File: config.mk
export PLATFORM = sky130hd
export DESIGN_NAME = rpc_tail
export DESIGN_NICKNAME = d
export VERILOG_FILES = /design/src/hw/rtl/rpc_pkg.sv /design/src/hw/rtl/rpc_tail.sv
export SDC_FILE = /design/constraint.sdc
export NUM_CORES = 1
export LEC_CHECK = 0
export ABC_AREA = 1
export BUFFER_PORTS_ARGS = -buffer_cell sky130_fd_sc_hd__buf_2
export CORE_UTILIZATION = 63
export CTS_BUF_LIST = sky130_fd_sc_hd__clkbuf_2 sky130_fd_sc_hd__clkbuf_4 sky130_fd_sc_hd__clkbuf_8
export CTS_CLUSTER_SIZE = 8
export DETAILED_ROUTE_END_ITERATION = 12
export GPL_TIMING_DRIVEN = 0
export PLACE_DENSITY = 0.88
export SYNTH_ARGS = -nofsm -noshare
export SYNTH_HDL_FRONTEND = slang
export SYNTH_SLANG_ARGS = --single-unit
File: constraint.sdc
create_clock -name clk -period 3.3 [get_ports clk]
set_input_delay 0.33 -clock clk [delete_from_list [all_inputs] [get_ports clk]]
set_output_delay 0.33 -clock clk [all_outputs]
set_load 0.02 [all_outputs]
File: src/hw/rtl/rpc_pkg.sv
// Shared types and constants for the reverse pair counter.
package rpc_pkg;

	localparam int MAX_ITEMS_DEF = 1024;
	localparam int VALUE_W       = 32;
	localparam int PAIR_W        = 19;
	localparam logic [PAIR_W-1:0] PAIR_MAX = {PAIR_W{1'b1}};

	typedef struct packed {
		logic signed [VALUE_W-1:0] value;
		logic                      last;
	} rpc_in_t;

	typedef struct packed {
		logic [PAIR_W-1:0] pair_count;
		logic              overflow;
	} rpc_out_t;

	// Control flags that travel with a query along the cell chain.
	typedef struct packed {
		logic valid;   // a query occupies this slot
		logic last;    // query closes the sequence
		logic full;    // store was full when the query entered
		logic placed;  // query value already written into a cell
	} rpc_ctl_t;

endpackage

File: src/hw/rtl/rpc_tail.sv
// Chain exit: running total, overflow flag and the result register.
module rpc_tail #(
	parameter int CNT_W = 10
) (
	input  logic              clk,
	input  logic              arst_n,
	input  rpc_pkg::rpc_ctl_t in_ctl,
	input  logic [CNT_W-1:0]  in_count,
	input  logic              out_stall,
	output logic              adv,
	output logic              out_valid,
	output rpc_pkg::rpc_out_t out_data
);
	import rpc_pkg::*;

	localparam int SUM_W = PAIR_W + 1;

	logic [PAIR_W-1:0] run_q;
	logic              ovf_q;
	logic              out_valid_q;
	rpc_out_t          out_q;
	logic [SUM_W-1:0]  sum;
	logic [PAIR_W-1:0] sat;
	logic              ovf_nxt;
	logic              exits;

	// Only a closing query needs the result register; hold the chain when it is busy.
	assign adv     = !(out_valid_q && out_stall) || !(in_ctl.valid && in_ctl.last);
	assign exits   = adv && in_ctl.valid;
	assign sum     = {1'b0, run_q} + {{(SUM_W-CNT_W){1'b0}}, in_count};
	assign sat     = sum[PAIR_W] ? PAIR_MAX : sum[PAIR_W-1:0];
	assign ovf_nxt = ovf_q || in_ctl.full;

	always_ff @(posedge clk or negedge arst_n) begin
		if (!arst_n) begin
			run_q       <= '0;
			ovf_q       <= 1'b0;
			out_valid_q <= 1'b0;
		end else begin
			if (exits && in_ctl.last) begin
				out_valid_q <= 1'b1;
			end else if (!out_stall) begin
				out_valid_q <= 1'b0;
			end
			if (exits) begin
				if (in_ctl.last) begin
					run_q <= '0;
					ovf_q <= 1'b0;
				end else begin
					run_q <= sat;
					ovf_q <= ovf_nxt;
				end
			end
		end
	end

	always_ff @(posedge clk) begin
		if (exits && in_ctl.last) begin
			out_q.pair_count <= sat;
			out_q.overflow   <= ovf_nxt;
		end
	end

	assign out_valid = out_valid_q;
	assign out_data  = out_q;

endmodule

==> flow_metrics.py <==
metrics = {
    "logic_synthesis": {
        "synth_nets": 321,
        "netlist_area_um2": 2430,
        "synth_cells": 293,
        "synth_fa_ha_area_frac": 0.0596,
        "synth_compound_area_frac": 0.0293,
        "synth-simple-area-share": 0.359,
        "syn_avg_cell_area_um2": 8.31,
        "async_reset_ff_frac": 0.512,
        "synth.mux.area_fraction": 0,
        "synth_area_leaders": "edfxtp_1 25%, dfrtp_1 22%, nand2_1 17%, inv_1 5.9%, ha_1 5.1%",
        "synth_top_area_frac": 0.247,
        "ys_types": 32,
        "synth-edff-count": 20,
        "synthFlopType": "dfrtp_1",
        "synthTopCellsByCount": "111 x nand2_1, 38 x inv_1, 21 x dfrtp_1, 20 x edfxtp_1, 16 x nand3_1",
        "yosysWarnings": 0,
        "synth_most_common_cell": "nand2_1",
        "ys_ff_latch": 41,
        "synth_top_family_by_area": "simple AND/OR/NAND/NOR gates",
        "ys_seq_area_frac": 0.462,
        "yosysTopAreaCell": "edfxtp_1",
        "synth_xor_xnor_area_share": 0.0216,
    },
    "setup_path": {
        "path_class": "reg -> reg",
        "rrSetupSlack_ns": 1.34,
        "cp_max_fo": 5,
        "timing.rr.start": "run_q[8]",
        "critPathMaxStageDelay_ns": 0.39,
        "worstPathArrival_ns": 2.02,
        "regToRegEndpoint": "out_data[16]",
        "slowest_stage": "dfrtp_1",
        "cp.buffers_inverters": 1,
        "critPathCaptureType": "register",
        "crit_chain": "ha_1 -> nand2_2 -> inv_1 -> nand2_1 -> nand2_1 -> a21oi_1 -> nand2_2 -> nand2_1 -> nand2_1 -> and2_1",
        "reg2reg_depth": 10,
        "startpoint_type": "register",
        "critPathTopFamily": "simple AND/OR/NAND/NOR gates",
        "crit_path_frequent_cell": "nand2_1",
        "required_ns": 3.36,
    },
    "timing": {
        "final_hold_viol_count": 21,
        "clock.fmax_mhz": 510,
        "holdWs_ns": -0.0182,
        "setup_viol_count_final": 0,
        "tightestPinTransition_ns": 0.506,
        "fin_setup_tns_ns": 0,
        "maxSlewHeadroom": 0.662,
        "finalCritPeriodShare": 0.594,
        "final.setup.worst_slack_ns": 1.34,
        "finClkSkew_ns": 0.00648,
        "rsz0062_at_grt": "false",
        "finalCriticalPeriod_ns": 1.96,
        "final-max-slew-violation-count": 0,
    },
    "pwr": {
        "p_int_uw": 1070,
        "leakage_uw": 0.00151,
        "power.density_nw_per_um2": 583,
        "p_switching_uw": 570,
        "p_seq_frac": 0.408,
        "p_sw_frac": 0.348,
        "clkPwrFrac": 0.245,
        "comb_power_share": 0.347,
        "vdd_drop_max_mv": 0.454,
    },
    "layout": {
        "layout-drive-gt1-share": 0.227,
        "layout.cells.non_filler": 387,
        "num_antenna_cells": 0,
        "final_nets": 366,
        "synthToLayoutAreaGrowth_pct": 15.4,
        "fin_util": 0.762,
        "fin_area_um2": 2810,
    },
    "die": {
        "core_um2": 3690,
        "initial_utilization": 0.660,
        "io-pin-count": 39,
        "die-area_um2": 4120,
        "die_w_um": 64.2,
        "die_h_um": 64.2,
        "num_rows": 22,
    },
    "flow_run": {
        "maxCapViolCount": 0,
    },
    "grt": {
        "grt.total_usage": 0.287,
        "overflow": 0,
        "antenna_found_initial": 0,
        "grt_max_degree": 22,
        "grt_pass1_vias": 2061,
        "grt_pass1_wl_um": 8890,
    },
    "cts": {
        "insertion_delay_ns": 0.30,
        "cts.htree.levels": 2,
        "clock_sinks": 41,
        "clockBufferDepth": 2,
        "path_clk_slew_ns": 0.07,
        "clockRootBuffer": "clkbuf_8",
        "cts_inserted_buffers": 5,
        "cts_tree": "done",
        "cts_resized": 0,
        "holdBufCountCts": 0,
        "post_cts_buffers": 0,
    },
    "placed_design": {
        "placed_cell_area_um2": 2700,
        "dp_hpwl_um": 3790,
        "gp_congestion": 0.893,
        "dp_slack_ns": 1.29,
        "portBuffers": 37,
        "dp_cells": 379,
    },
    "run_status": {
        "violations": "negative hold slack",
        "status": "finished, violations left",
    },
    "drt": {
        "num_vias": 2046,
        "drc": 0,
        "wl_um": 5060,
        "routed_wire_length_per_instance_um": 13.1,
        "drtPass1Iterations": 4,
        "drtAntennaViolNets": 0,
        "drt-initial-drc-count": 113,
        "avgViaCountPerCell": 5.29,
    },
    "min_path": {
        "hp-class": "in -> async",
    },
}
[metrics by stage]
step           power, uW  hold slack [ns]
5_1_grt             1750           0.0230
6_report            1640          -0.0182
4_1_cts             1640         0.000305
3_3_place_gp        1210            0.322
3_5_place_dp        1240            0.318
2_1_floorplan       1100           0.0344
[cells by family after synthesis]
group / count (synthesis)
flops: 41
buf+inv: 41
xor+xnor: 6
simple gates: 182
fa+ha+maj: 11
compound gates: 12
[per-layer routing]
metal / up-vias / track usage / wire (um) / share of wire
li1: 1020 / - / - / -
met1: 957 / 0.357 / 2220 / 0.44
met2: 55 / 0.472 / 2490 / 0.49
met3: 14 / 0.0607 / 220 / 0.044
met4: 0 / 0.142 / 121 / 0.024
met5: - / 0 / 0 / 0
[power by group through the flow]
| stage | logic [uW] | clock network [uW] | registers (uW) |
|---|---|---|---|
| 2_1_floorplan | 399 | 0 | 704 |
| 3_3_place_gp | 535 | 0 | 674 |
| 3_5_place_dp | 558 | 0 | 678 |
| 4_1_cts | 564 | 404 | 669 |
| 5_1_grt | 646 | 430 | 675 |
| 6_report | 568 | 401 | 669 |
[worst reg2reg max path, cell delays in order (launching register included)]
cell	delay (ns)
dfrtp_1	0.39
ha_1	0.35
nand2_2	0.14
inv_1	0.05
nand2_1	0.06
nand2_1	0.06
a21oi_1	0.23
nand2_2	0.14
nand2_1	0.08
nand2_1	0.06
and2_1	0.16
[how the worst max path moves through the flow]
stage	start	endpoint	slack [ns]	cells past startpoint
2_1_floorplan	out_valid	out_data[0]	1.42	3
3_3_place_gp	out_stall	out_data[8]	1.01	4
3_5_place_dp	in_count[8]	out_data[16]	1.29	11
4_1_cts	run_q[8]	out_data[16]	1.33	10
5_1_grt	run_q[8]	out_data[16]	1.16	10
6_report	run_q[8]	out_data[16]	1.34	10
[sequential cells by signal (all words and copies together) (netlist names)]
register   count
out_data      20
run_q         19
out_valid      1
ovf_q          1
[layout by cell type, fill, tap and decap left out, drive strengths merged]
cell	n
a21boi	1
a21oi	6
and2	2
buf	40
bufinv	1
clkbuf	7
clkinv	1
dfrtp	21
edfxtp	20
fa	1
ha	10
inv	38
nand2	120
nand3	28
nand3b	4
nand4	5
nor2	17
nor3	2
o21a	1
o21ai	3
o21bai	1
or2	4
xnor2	2
xor2	4
[final cells by class]
cell class / instances / area (um^2)
Multi-Input combinational cell: 211 / 1150
Sequential cell: 41 / 1130
Fill cell: 264 / 880
Timing Repair Buffer: 38 / 200
Inverter: 38 / 143
Clock buffer: 6 / 76.3
Tap cell: 48 / 60.1
Clock inverter: 2 / 35.0
Buffer: 3 / 22.5
No activity file was read; power rests on OpenSTA's default activity.
