--- src/hw/rtl/rpc_pkg.sv ---
// Shared types and constants for the reverse pair counter.
package rpc_pkg;

	localparam int MAX_ITEMS_DEF = 1024;
	localparam int VALUE_W       = 32;
	localparam int PAIR_W        = 19;
	localparam logic [PAIR_W-1:0] PAIR_MAX = {PAIR_W{1'b1}};

	typedef struct packed {
		logic signed [VALUE_W-1:0] value;
		logic                      last;
	} rpc_in_t;

	typedef struct packed {
		logic [PAIR_W-1:0] pair_count;
		logic              overflow;
	} rpc_out_t;

	// Control flags that travel with a query along the cell chain.
	typedef struct packed {
		logic valid;   // a query occupies this slot
		logic last;    // query closes the sequence
		logic full;    // store was full when the query entered
		logic placed;  // query value already written into a cell
	} rpc_ctl_t;

endpackage

--- src/hw/rtl/rpc_cell.sv ---
// One cell of the chain: holds one stored value and scores each passing query.
module rpc_cell #(
	parameter int CNT_W = 10
) (
	input  logic                              clk,
	input  logic                              arst_n,
	input  logic                              adv,
	input  rpc_pkg::rpc_ctl_t                 in_ctl,
	input  logic signed [rpc_pkg::VALUE_W-1:0] in_value,
	input  logic [CNT_W-1:0]                  in_count,
	output rpc_pkg::rpc_ctl_t                 out_ctl,
	output logic signed [rpc_pkg::VALUE_W-1:0] out_value,
	output logic [CNT_W-1:0]                  out_count
);
	import rpc_pkg::*;

	logic                      used_q;
	logic signed [VALUE_W-1:0] data_q;
	logic signed [VALUE_W:0]   lhs;
	logic signed [VALUE_W:0]   rhs;
	logic                      active;
	logic                      hit;
	logic                      take;
	logic                      clear;
	rpc_ctl_t                  ctl_nxt;
	rpc_ctl_t                  ctl_q;
	logic signed [VALUE_W-1:0] value_q;
	logic [CNT_W-1:0]          count_q;

	// Stored value against twice the query value, exact in 33 bits.
	assign lhs    = {data_q[VALUE_W-1], data_q};
	assign rhs    = {in_value, 1'b0};
	assign active = in_ctl.valid && !in_ctl.full;
	assign hit    = active && used_q && (lhs > rhs);
	assign take   = active && !in_ctl.last && !in_ctl.placed && !used_q;
	assign clear  = in_ctl.valid && in_ctl.last;

	always_comb begin
		ctl_nxt        = in_ctl;
		ctl_nxt.placed = in_ctl.placed || take;
	end

	always_ff @(posedge clk or negedge arst_n) begin
		if (!arst_n) begin
			used_q <= 1'b0;
			ctl_q  <= '0;
		end else if (adv) begin
			ctl_q <= ctl_nxt;
			if (clear) begin
				used_q <= 1'b0;
			end else if (take) begin
				used_q <= 1'b1;
			end
		end
	end

	always_ff @(posedge clk) begin
		if (adv) begin
			value_q <= in_value;
			count_q <= in_count + CNT_W'(hit);
			if (take) begin
				data_q <= in_value;
			end
		end
	end

	assign out_ctl   = ctl_q;
	assign out_value = value_q;
	assign out_count = count_q;

endmodule

--- config.mk ---
export PLATFORM = sky130hd
export DESIGN_NAME = rpc_cell
export DESIGN_NICKNAME = d
export VERILOG_FILES = /design/src/hw/rtl/rpc_pkg.sv /design/src/hw/rtl/rpc_cell.sv
export SDC_FILE = /design/constraint.sdc
export NUM_CORES = 1
export LEC_CHECK = 0
export ABC_AREA = 1
export BUFFER_PORTS_ARGS = -buffer_cell sky130_fd_sc_hd__buf_2
export CAP_MARGIN = 25
export CORE_MARGIN = 5
export CORE_UTILIZATION = 47
export CTS_CLUSTER_SIZE = 28
export DETAILED_ROUTE_END_ITERATION = 16
export GPL_TIMING_DRIVEN = 0
export PLACE_DENSITY_LB_ADDON = 0.25
export SYNTH_ARGS = -nofsm -noshare
export SYNTH_HDL_FRONTEND = slang
export SYNTH_SLANG_ARGS = --single-unit
--- constraint.sdc ---
create_clock -name clk -period 2.7 [get_ports clk]
set_input_delay 0.27 -clock clk [delete_from_list [all_inputs] [get_ports clk]]
set_output_delay 0.27 -clock clk [all_outputs]
set_load 0.02 [all_outputs]
==> results.rst <==
.. list-table::
   :header-rows: 1

   * - Metric
     - Value
   * - Worst setup slack for register-to-register paths
     - about 0.089 ns
   * - Commonest non-fill, non-tap cell in the layout
     - buf_2
   * - Number of cells produced by synthesis
     - 270
   * - Effective utilization at floorplan
     - roughly half
   * - Total wirelength of the detailed-routed design
     - 6630 um
   * - Proportion of synthesized chip area in sequential cells
     - between 60% and 70%
   * - Clock transition time at the flip-flop clock pins of the worst setup and hold paths
     - approximately 0.070 ns
   * - Io pins
     - 95
   * - Routed wirelength normalized by instance count
     - 13.6 um
   * - Crit path kind
     - reg2reg
   * - Tightest slew margin relative to the limit
     - roughly 63%
   * - Fraction of the cycle the final worst path needs
     - 96.7%
   * - Worst endpoint required time
     - around 2.8 ns
   * - Area of the mapped netlist
     - 3540 um2
   * - Syn_area_per_cell
     - roughly 13 um2
   * - Number of cells in the design after placement
     - approximately 460
   * - Hold Violations, Final
     - 0
   * - Fin. max-slew vios
     - 0
   * - Worst IR Drop VDD
     - 291 uV
   * - Arrival time of the worst setup path
     - 2.71 ns
   * - Flops & latches, synth
     - a little under 80
   * - Total die area
     - 9370 um2
   * - Net Count, Synth
     - approximately 350
   * - Transition time at the pin with the least slew margin
     - around 0.56 ns
   * - Synth Warn #
     - 0
   * - Count of placed standard cells in the final layout, fillers left out
     - ~490
   * - FF-to-FF path depth
     - 15
   * - Top library cells by usage in the layout, fill and taps aside
     - buf_2, edfxtp_1, inv_1
   * - Vert. Die Dim
     - 96.8 um
   * - Worst Setup EP
     - out_count[8]$_DFFE_PP_
   * - Buffers on Ports
     - between 90 and 100
   * - Reg2reg start
     - data_q[31]$_DFFE_PP_
   * - Setup repair after global routing missed its margin
     - yes
   * - H-tree level count
     - 3
   * - Maximum fanout along the worst path
     - 3
   * - Horizontal extent of the die
     - just under 100 um
   * - Number of different library cells in the post-synthesis netlist
     - 27
   * - Critical path startpoint category
     - flip-flop
   * - Reported leakage power
     - around 2 nW
   * - Max-cap violation count
     - 0
   * - Setup clock skew after layout
     - approximately 0.009 ns
   * - Post-detailed-placement cell area
     - between 4000 and 5000 um2
   * - Drt first-iter violations
     - 33
   * - CP startpoint
     - data_q[31]$_DFFE_PP_
   * - Filler Cells Inserted
     - just over 600
   * - Power Dens Cells
     - 537 nW/um2
   * - Via count of the first global-routing pass
     - about 2400
   * - Buffer levels on the longest clock path
     - 2
   * - Final count of negative-setup-slack endpoints
     - 0
   * - Ant diodes
     - 0
   * - Clock tree root driver cell
     - clkbuf_8
   * - First-pass GRT wire length
     - approximately 11000 um
   * - First-pass iteration count of the detailed router
     - 4
   * - Min-Delay Path Class
     - in2reg
   * - Row cnt
     - 31
   * - Worst hold slack across all endpoints
     - between 0.1 and 0.15 ns
   * - Total non-filler cell area in the finished layout
     - 4570 um2
   * - Global-route usage over all layers
     - about 14%
   * - Area grow syn2layout
     - 29.0%
   * - Layout cell share with drive strength beyond 1
     - 37.7%
   * - Achievable frequency
     - between 300 and 400 MHz
   * - Number of remaining DRC errors
     - 0
   * - Pin count of the biggest net entering global routing
     - a little over 50
   * - CP endpoint kind
     - flip-flop
   * - CTS tree
     - done
   * - Insertion delay of the later-clocked pin in the worst-skew pair
     - roughly 0.34 ns
   * - Reg-to-reg critical path endpoint
     - out_count[8]$_DFFE_PP_
   * - Antenna violations before repair
     - 0
   * - Total CTS buffers
     - 9
   * - Drt via density
     - ~4.6
   * - Status
     - completed
   * - Final Core Density
     - a little over three fifths
   * - Congestion Overflow GR
     - 0
   * - Count of antenna-violating nets left after detailed routing
     - 0
   * - Core footprint
     - 7290 um2
   * - Routability-driven placement congestion ratio
     - 0.768
   * - Final min period
     - ~2.6 ns
   * - Sum of net half-perimeters after detailed placement
     - ~4700 um
   * - Layout net count
     - about 470
   * - Via count
     - 2265
   * - Number of sinks driven by the clock tree
     - 79
-- how the worst min path moves through the flow --
stage | from | to | slack (ns) | depth (start not counted)
finish | in_value[22] | out_value[22]$_DFFE_PP_ | 0.13 | 1
global route | in_value[12] | out_value[12]$_DFFE_PP_ | 0.10 | 1
CTS | in_value[12] | out_value[12]$_DFFE_PP_ | 0.11 | 1
detailed placement | arst_n | out_ctl[0]$_DFFE_PN0P_ | 0.09 | 1
global placement | arst_n | out_ctl[1]$_DFFE_PN0P_ | 0.09 | 1
floorplan | arst_n | out_ctl[0]$_DFFE_PN0P_ | -0.03 | 0
-- sequential cells by signal, summed over array words and instances (netlist names) --
register   cells
out_ctl        4
out_value     32
data_q        32
out_count     10
used_q         1
-- stage by stage --
stage,TNS [ns],setup slack (ns),total power [W]
global placement,-0.206,-0.163,0.00174
CTS,-0.0193,-0.0193,0.00248
global route,-0.148,-0.0713,0.00258
detailed placement,-0.250,-0.181,0.00175
floorplan,0,0.173,0.00161
finish,0,0.0887,0.00245
-- synth_stat cells --
cell / count / share of area, %
a21o_1: 1 / 0.21
a21oi_1: 15 / 2.1
a21oi_4: 1 / 0.46
and3_2: 1 / 0.21
dfrtp_1: 5 / 3.5
edfxtp_1: 74 / 63
ha_1: 34 / 12
inv_1: 52 / 5.5
mux2_2: 1 / 0.32
nand2_1: 40 / 4.2
nand3_1: 7 / 0.99
nand3_2: 2 / 0.57
nand4_1: 2 / 0.35
nor2_1: 11 / 1.2
nor2_2: 1 / 0.18
nor2_4: 1 / 0.32
nor3_1: 1 / 0.14
nor3_2: 1 / 0.28
nor3b_1: 1 / 0.21
nor3b_2: 1 / 0.35
nor4_2: 2 / 0.71
o21a_1: 2 / 0.42
o21ai_0: 4 / 0.57
o21bai_1: 1 / 0.21
or2_1: 1 / 0.18
xnor2_1: 2 / 0.49
xor2_1: 6 / 1.5
-- what timing repair did --
item / CTS / global route
hold buffers: 1 / 0
gates resized for setup: 17 / 15
pin swaps: 11 / 17
setup endpoints to repair: 2 / 4
setup buffers: 5 / 3
endpoints found under the hold margin: 5 / 0
-- cell type report --
class	instances	area [um2]	area share (%)
flip-flops and latches	79	2350	51.4
multi-input cells	139	1170	25.5
repair buffers	105	588	12.9
inverters	52	195	4.27
clock buffers	13	139	3.04
well taps	99	124	2.71
clock inverters	2	8.76	0.192
-- power breakdown --
part           internal [W]  switching, W  total (W)
Clock              0.000326      0.000384   0.000710
Sequential          0.00141     0.0000155    0.00142
Combinational      0.000118      0.000203   0.000321
-- critical path: stages, from the launching register on --
cell	delay [ns]
edfxtp_1	0.47
ha_4	0.33
nand2_4	0.06
nor2_4	0.09
nand2_2	0.08
nor4_2	0.16
nand2_2	0.10
nand3_2	0.09
nand2_2	0.06
nor2_4	0.10
ha_4	0.17
ha_4	0.15
nand3_4	0.08
nor3b_4	0.20
nand3_2	0.09
xnor2_1	0.13
-- routing by layer --
layer | vias to the layer above | wire (um) | GRT usage [%]
li1 | 1153 | - | -
met1 | 1046 | 2690 | 16.0
met2 | 54 | 3400 | 24.4
met3 | 12 | 401 | 4.75
met4 | 0 | 138 | 7.13
met5 | - | 0 | 0
-- logic make-up (layout without fill, tap and decap cells) --
group                    count (synthesis)  in the layout  share of synthesized area (%)
adder cells (fa/ha/maj)                 34             34                           12.0
buffers and inverters                   52            172                           5.51
multiplexers                             1              1                          0.318
flip-flops                              79             79                           66.3
AO/OA/AOI/OAI                           24             24                           3.99
AND/OR/NAND/NOR                         72             72                           9.89
XOR/XNOR                                 8              8                           1.98
Note: power is estimated with default switching activity, not from simulation.
